File: config.mk
export PLATFORM = sky130hd
export DESIGN_NAME = tufn_outbuf
export DESIGN_NICKNAME = d
export VERILOG_FILES = /design/src/rtl/tufn_outbuf.sv
export SDC_FILE = /design/constraint.sdc
export NUM_CORES = 1
export LEC_CHECK = 0
export ABC_CLOCK_PERIOD_IN_PS = 10000
export BUFFER_PORTS_ARGS = -buffer_cell sky130_fd_sc_hd__buf_2
export CAP_MARGIN = 25
export CORE_MARGIN = 3
export CORE_UTILIZATION = 45
export DETAILED_ROUTE_END_ITERATION = 10
export PLACE_DENSITY = 0.7
export SETUP_SLACK_MARGIN = 0.05
export SLEW_MARGIN = 20
export SYNTH_ARGS = -nofsm -noshare
export SYNTH_HDL_FRONTEND = slang
export SYNTH_SLANG_ARGS = --single-unit
File: constraint.sdc
create_clock -name clk -period 10 [get_ports clk]
set_input_delay 0.5 -clock clk [delete_from_list [all_inputs] [get_ports clk]]
set_output_delay 0.5 -clock clk [all_outputs]
set_load 0.005 [all_outputs]
File: src/rtl/tufn_outbuf.sv
// Output register with skid stage; stalls the pipeline only when the skid holds a word.
module tufn_outbuf #(
  parameter int DW = 56
) (
  input  logic          clk,
  input  logic          rst,
  input  logic          in_valid,
  input  logic [DW-1:0] in_data,
  input  logic          in_user,
  output logic          en,
  output logic          out_valid,
  input  logic          out_ready,
  output logic [DW-1:0] out_data,
  output logic          out_user
);
  logic          skid_valid;
  logic [DW-1:0] skid_data;
  logic          skid_user;
  logic          push;

  assign en   = ~skid_valid;
  assign push = en & in_valid;

  // control
  always_ff @(posedge clk) begin
    if (rst) begin
      out_valid  <= 1'b0;
      skid_valid <= 1'b0;
    end else if (skid_valid) begin
      if (out_ready) skid_valid <= 1'b0;
    end else if (push) begin
      if (out_valid && !out_ready) skid_valid <= 1'b1;
      else out_valid <= 1'b1;
    end else if (out_ready) begin
      out_valid <= 1'b0;
    end
  end

  // data
  always_ff @(posedge clk) begin
    if (skid_valid) begin
      if (out_ready) begin
        out_data <= skid_data;
        out_user <= skid_user;
      end
    end else if (push) begin
      if (out_valid && !out_ready) begin
        skid_data <= in_data;
        skid_user <= in_user;
      end else begin
        out_data <= in_data;
        out_user <= in_user;
      end
    end
  end

endmodule

# Yosys cells after proc, flatten, opt, wreduce, memory -nomap -nowiden
# Index checks and enable logic that the tools add are counted.
op_classes:
  mux: 15
  eq_ne: 3
  reduce_logical: 7
  n_bitwise: 2
ops:
  columns: ["operator", "count"]
  rows:
  - ["$mux 56", 4]
  - ["$mux 1", 11]
  - ["$reduce_and 3->1", 3]
  - ["$ne 2x2->1 const B", 3]
  - ["$reduce_bool 2->1", 2]
  - ["$and 1x1->1", 1]
  - ["$logic_and 1x1->1", 1]
  - ["$logic_not 1->1", 1]
  - ["$not 1->1", 1]
totals:
  regBits: 116
  out_inout_bits: 59
  in_bits: 61

# Longest topological paths before layout
# Gate-level depths: netlist (run 1).
depth:
  ltp_word: 5
  mapped_depth: 4

# Worst setup path before layout (run 1)
# OpenSTA, ideal clock, no wires.
synth_path:
  path_type: "reg2reg"
  from: "reg skid_valid"
  to: "reg skid_data[0] (enable)"
  setup_slack_ns: 4.953
  period_less_slack_ns: 5.047
  path_stages_with_launch: 4
  setup_time_ns: 0.542
  t_required_ns: 9.458
  arrival_time_ns: 4.505
  path_buffers: 2
  cell_sequence: "dfxtp_1 -> buf_6 -> buf_8 -> nor3_1"
synth_via:
  elab_chain_cells: 3
synth_rtl:
  columns: ["item", "line_no", "source"]
  rows:
  - ["start: declaration", "16", "logic skid_valid;"]
  - ["start signal: assignment", "28", "skid_valid <= 1'b0;"]
  - ["start signal: assignment", "30", "if (out_ready) skid_valid <= 1'b0;"]
  - ["start signal: assignment", "32", "if (out_valid && !out_ready) skid_valid <= 1'b1;"]
  - ["$not 1->1 (no source line) (*)", null, null]
  - ["$and 1x1->1", "22", "assign push = en & in_valid;"]
  - ["$reduce_and 3->1 (no source line) (*)", null, null]
  - ["end signal: assignment", "48", "skid_data <= in_data;"]
  - ["end: declaration", "17", "logic [DW-1:0] skid_data;"]
# Every way passes the cells marked *; elsewhere a longest branch is shown, timed or not.
# A chain may end at the register's enable or synchronous reset.

# Worst setup path after layout (run 1)
layout_path:
  from: "reg skid_valid"
  to: "out en"
layout_via:
  elab_chain_cells: 1
layout_rtl:
  columns: ["item", "line_no", "source"]
  rows:
  - ["$not 1->1 (no source line)", null, null]
  - ["end: declaration", "10", "output logic en,"]
# Every way passes these cells.

==> results of run 1 <==
## through the flow
stage | worst slack (ns) | std cells | total power, mW
floorplan | 4.95 | 190 | 0.623
global placement | 7.84 | 434 | 0.657
detailed placement | 7.80 | 434 | 0.660
CTS | 7.52 | 466 | 1.23
global route | 7.62 | 467 | 1.26
finish | 7.75 | 467 | 1.22
## area by class of cell
cell class              count  area, sq um
well taps                 129          161
repair buffers            123          646
fillers                   706         3740
multi-input cells          65          917
clock buffers              21          429
clock inverters            11          135
inverters                   2         7.51
flip-flops and latches    116         3470
## cell families (layout without fill, tap and decap cells)
family          after synthesis  after routing  share of synthesized area, %
flops                       116            116                          76.8
mux                          57             57                          18.8
buf+inv                       9            157                          2.97
simple gates                  5              5                         0.555
compound gates                3              3                         0.833
## report_power, final
part           internal, mW  leakage [nW]  switching (mW)
Sequential            0.565          1.09         0.00619
Combinational        0.0425         0.905          0.0347
Clock                 0.376         0.277           0.193
Total                 0.984          2.27           0.234
## layout by cell type (no fill, tap or decap), types with 2 or more instances in the layout
| cell | synthesis | routed |
|---|---|---|
| buf_2 | 0 | 119 |
| edfxtp_1 | 114 | 114 |
| mux2_4 | 55 | 55 |
| clkbuf_16 | 0 | 16 |
| clkinv_2 | 0 | 5 |
| clkbuf_1 | 0 | 4 |
| bufinv_16 | 0 | 3 |
| buf_4 | 0 | 3 |
| mux2_2 | 2 | 2 |
## state kept, by name, summed over array words and instances, names as in the netlist
name,count
out_data,56
skid_data,56
out_user,1
out_valid,1
skid_user,1
skid_valid,1
## metal layers
metal / vias up / GRT usage (%) / wire length (microns)
li1: 1027 / - / -
met1: 1045 / 15.2 / 3020
met2: 78 / 20.4 / 3570
met3: 8 / 5.95 / 565
met4: 0 / 6.94 / 87
met5: - / 0 / 0
## path summary, 6_finish.rpt
path / startpoint / endpoint / slack [ns] / depth (start not counted)
worst max-delay path: skid_valid / en / 7.75 / 4
worst min-delay path: in_data[24] / skid_data[24] / 0.19 / 1
worst max register to register: skid_valid / skid_data[52] / 7.92 / 4
worst min register to register: out_valid / out_valid / 0.52 / 2
==> run metrics, run 1 <==
Slew @ Worst Pin=0.726 ns; Setup Fix Bufs, Post-CTS=0; min Tclk post-route=2.25 ns; FP Rows=35; pin count of the biggest net entering global routing=63; Cell Pwr Density=211 nW/um^2; Synth Warn #=0; Max Cap Violations=0; syn nets=251; final setup fails=0; Top FF cell, synth=edfxtp_1; area share of the largest cell type after synthesis=between 70 and 80%; Area Growth Syn to Fin=27.8%; Hold Slack=0.192 ns; sequential share of the synthesized area=76.8%; synthesized instance count=190; arrival time at the worst endpoint=1.75 ns; crit start category=flop; status=completed; initial antenna violation count=0; largest stage delay on the critical path=around 0.41 ns; post-CTS sizing=0; initial cell density of the core=a little under half; Syn Std Cell Area=4510 sq um; Post-CTS Hold Fix Bufs=0; Final ANT Viol Nets=0; Detailed Place HPWL=about 4.6 mm; utilization after layout=60.6%; Netlist cell types=17; vias=2158; Sink Count=116; #FFs+latches synth=about 120; Lkg Pwr=2.27 nW; Die W=106 microns; CP cell instances=buf_4 -> buf_16 -> inv_2 -> buf_2; GPL Wtd Cong=0.669; post-route cell area=5760 sq um; Clock transition at path regs=0.06 ns; Nets=386; layout cells sized above 1=63.0%; CP bufs+invs=4; Pins Over Slew Limit=0; GRT overflow=0; worst hold-check path type=input pin to flop; die height=106 microns; vias in the first global route=around 2100; asr flop ratio synth=0%; Hold Vio Cnt, Final=0; drt initial violations=51; setup TNS=0 ns; WL/cell=15.5 microns; critical path's top delay family=buffers and inverters; CTS root buffer=clkbuf_8; post-detailed-routing wire length=7.24 mm; slew margin rel.=about 52%; Setup Skew=0.00813 ns; CTS tree=yes; Max Fclk=0.445 GHz; CP required=9.50 ns; Top Ports=120; Via density=4.62; clock insertion delay at the later pin of the skew report=0.50 ns; die area=approximately 11000 sq um; H-tree levels=4; Post-synth EDFFs=114; mean post-synth cell area=23.7 sq um; final worst-path cycle share=roughly 22%; critical-path maximum fanout=37; Synth area leader=edfxtp_1; global-route wire length before repair=10.9 mm; Port Buf Inserts=119; first-pass iteration count of the detailed router=4; commonest cells in the netlist=edfxtp_1, mux2_4, buf_12; critical path's slowest cell=buf_4; cell with the most instances after synthesis=edfxtp_1; unrepaired setup endpoints after global routing=false; drt drc=0; clock buffer count from CTS=17; synth top area cells=edfxtp_1, mux2_4, buf_12; GR Util All Layers=roughly an eighth; Worst VDD drop=between 0.0001 and 0.00015 V; Worst Setup End Kind=output pin; Placed Instance Area=5170 sq um; area of the core=approximately 9500 sq um; clock buffer depth=2; ANT cells=0; kind of critical path=flop to output pin
Note: power is estimated with default switching activity, not from simulation.
==> run 2, diff against run 1 <==
- ABC_CLOCK_PERIOD_IN_PS: 10000 -> 2000
- PLACE_DENSITY: 0.7 -> 0.73
- clock period: 10 -> 2 ns (I/O delays scaled with it)
==> run metrics, run 2 (synthesized netlist as in run 1, its figures left out) <==
initial cell density of the core=47.4%; ANT cells=0; Nets=447; met1 wire length=3.40 mm; min Tclk post-route=1.56 ns; Slew @ Worst Pin=0.427 ns; Die W=106 microns; Max Fclk=0.641 GHz; CP cell instances=buf_12 -> mux2_2; post-detailed-routing wire length=roughly 8.2 mm; drt drc=0; WL/cell=15.4 microns; post-CTS sizing=0; max layer used=met4; drt initial violations=75; Worst Setup End Kind=flop; Cell Pwr Density=967 nW/um^2; Top Ports=120; Clock transition at path regs=0.05 ns; Via density=4.52; die area=11300 sq um; Detailed Place HPWL=4.95 mm; Setup Skew=0.00784 ns; utilization after layout=just under 70%; post-route cell area=6390 sq um; CTS root buffer=clkbuf_8; largest stage delay on the critical path=0.62 ns; Top Registers=out_data x56, skid_data x56; Port Buf Inserts=119; vias in the first global route=around 2500; fillers=637; Pins Over Slew Limit=0; Worst VDD drop=0.000560 V; clock buffer count from CTS=17; most common cell after layout, fill and taps aside=buf_2; clock buffer depth=2; clock insertion delay at the later pin of the skew report=0.49 ns; unrepaired setup endpoints after global routing=false; first-pass iteration count of the detailed router=4; Sink Count=116; CTS tree=yes; Area Growth Syn to Fin=41.8%; Final ANT Viol Nets=0; Setup Fix Bufs, Post-CTS=0; global-route wire length before repair=12.8 mm; final worst-path cycle share=78.0%; Hold Vio Cnt, Final=0; die height=between 100 and 150 microns; arrival time at the worst endpoint=1.80 ns; final setup fails=0; Lkg Pwr=2.53 nW; critical path's slowest cell=dfxtp_4; crit start category=flop; initial antenna violation count=0; layout cells sized above 1=around 53%; met3 WL=451 microns; area of the core=9500 sq um; slew margin rel.=between 70% and 80%; worst hold-check path type=input pin to flop; FP Rows=35; pin count of the biggest net entering global routing=58; met2 WL=4.21 mm; Post-CTS Hold Fix Bufs=60; GPL Wtd Cong=0.720; most frequent cells in the layout=buf_2, edfxtp_1, dlygate4sd3_1, mux2_4, clkbuf_16; vias=2384; GRT overflow=0; critical-path maximum fanout=31; status=completed; kind of critical path=flop to flop; Placed Instance Area=5230 sq um; CP required=2.24 ns; GR Util All Layers=15.2%; Max Cap Violations=0; H-tree levels=4
==> run 2: final cells by class <==
type | count | area, sq um | area share [%]
inverters | 2 | 7.51 | 0.117
clock inverters | 12 | 138 | 2.15
repair buffers | 184 | 1270 | 19.9
clock buffers | 20 | 425 | 6.65
flip-flops and latches | 116 | 3470 | 54.2
multi-input cells | 65 | 923 | 14.4
well taps | 129 | 161 | 2.52
==> run 2: stage by stage <==
stage	std cells	power (mW)	setup TNS, ns	hold WS, ns	worst slack (ns)
finish	528	6.19	0	0.0342	0.440
global route	528	6.41	0	0.0260	0.367
CTS	528	6.25	0	0.00902	0.429
detailed placement	436	3.31	0	0.297	0.434
global placement	436	3.30	0	0.295	0.468
floorplan	190	3.11	-23.93	0.165	-0.420
==> run 2: worst paths after layout <==
check / slack [ns] / depth (start not counted) / start / endpoint
worst max-delay path: 0.44 / 2 / skid_valid / out_data[48]
worst min-delay path: 0.03 / 3 / out_ready / out_valid
worst max register to register: 0.44 / 2 / skid_valid / out_data[48]
worst min register to register: 0.53 / 2 / out_valid / out_valid
==> run 2: per-layer routing <==
layer	global-route usage [%]	up-vias
met3	5.28	6
met5	0	-
li1	-	1150
met1	16.9	1139
met2	26.5	89
met4	6.48	0
==> run 2: worst max-delay path: cells and delay by family (launching register included) <==
kind,cells,cell delay (ns)
flops,1,0.62
buf+inv,1,0.30
mux,1,0.36
==> run 2: report_power, final <==
part / total [mW] / internal [mW] / switching [mW] / leakage (nW)
logic: 0.485 / 0.295 / 0.189 / 1.17
registers: 2.86 / 2.82 / 0.0385 / 1.09
clock network: 2.84 / 1.87 / 0.966 / 0.275
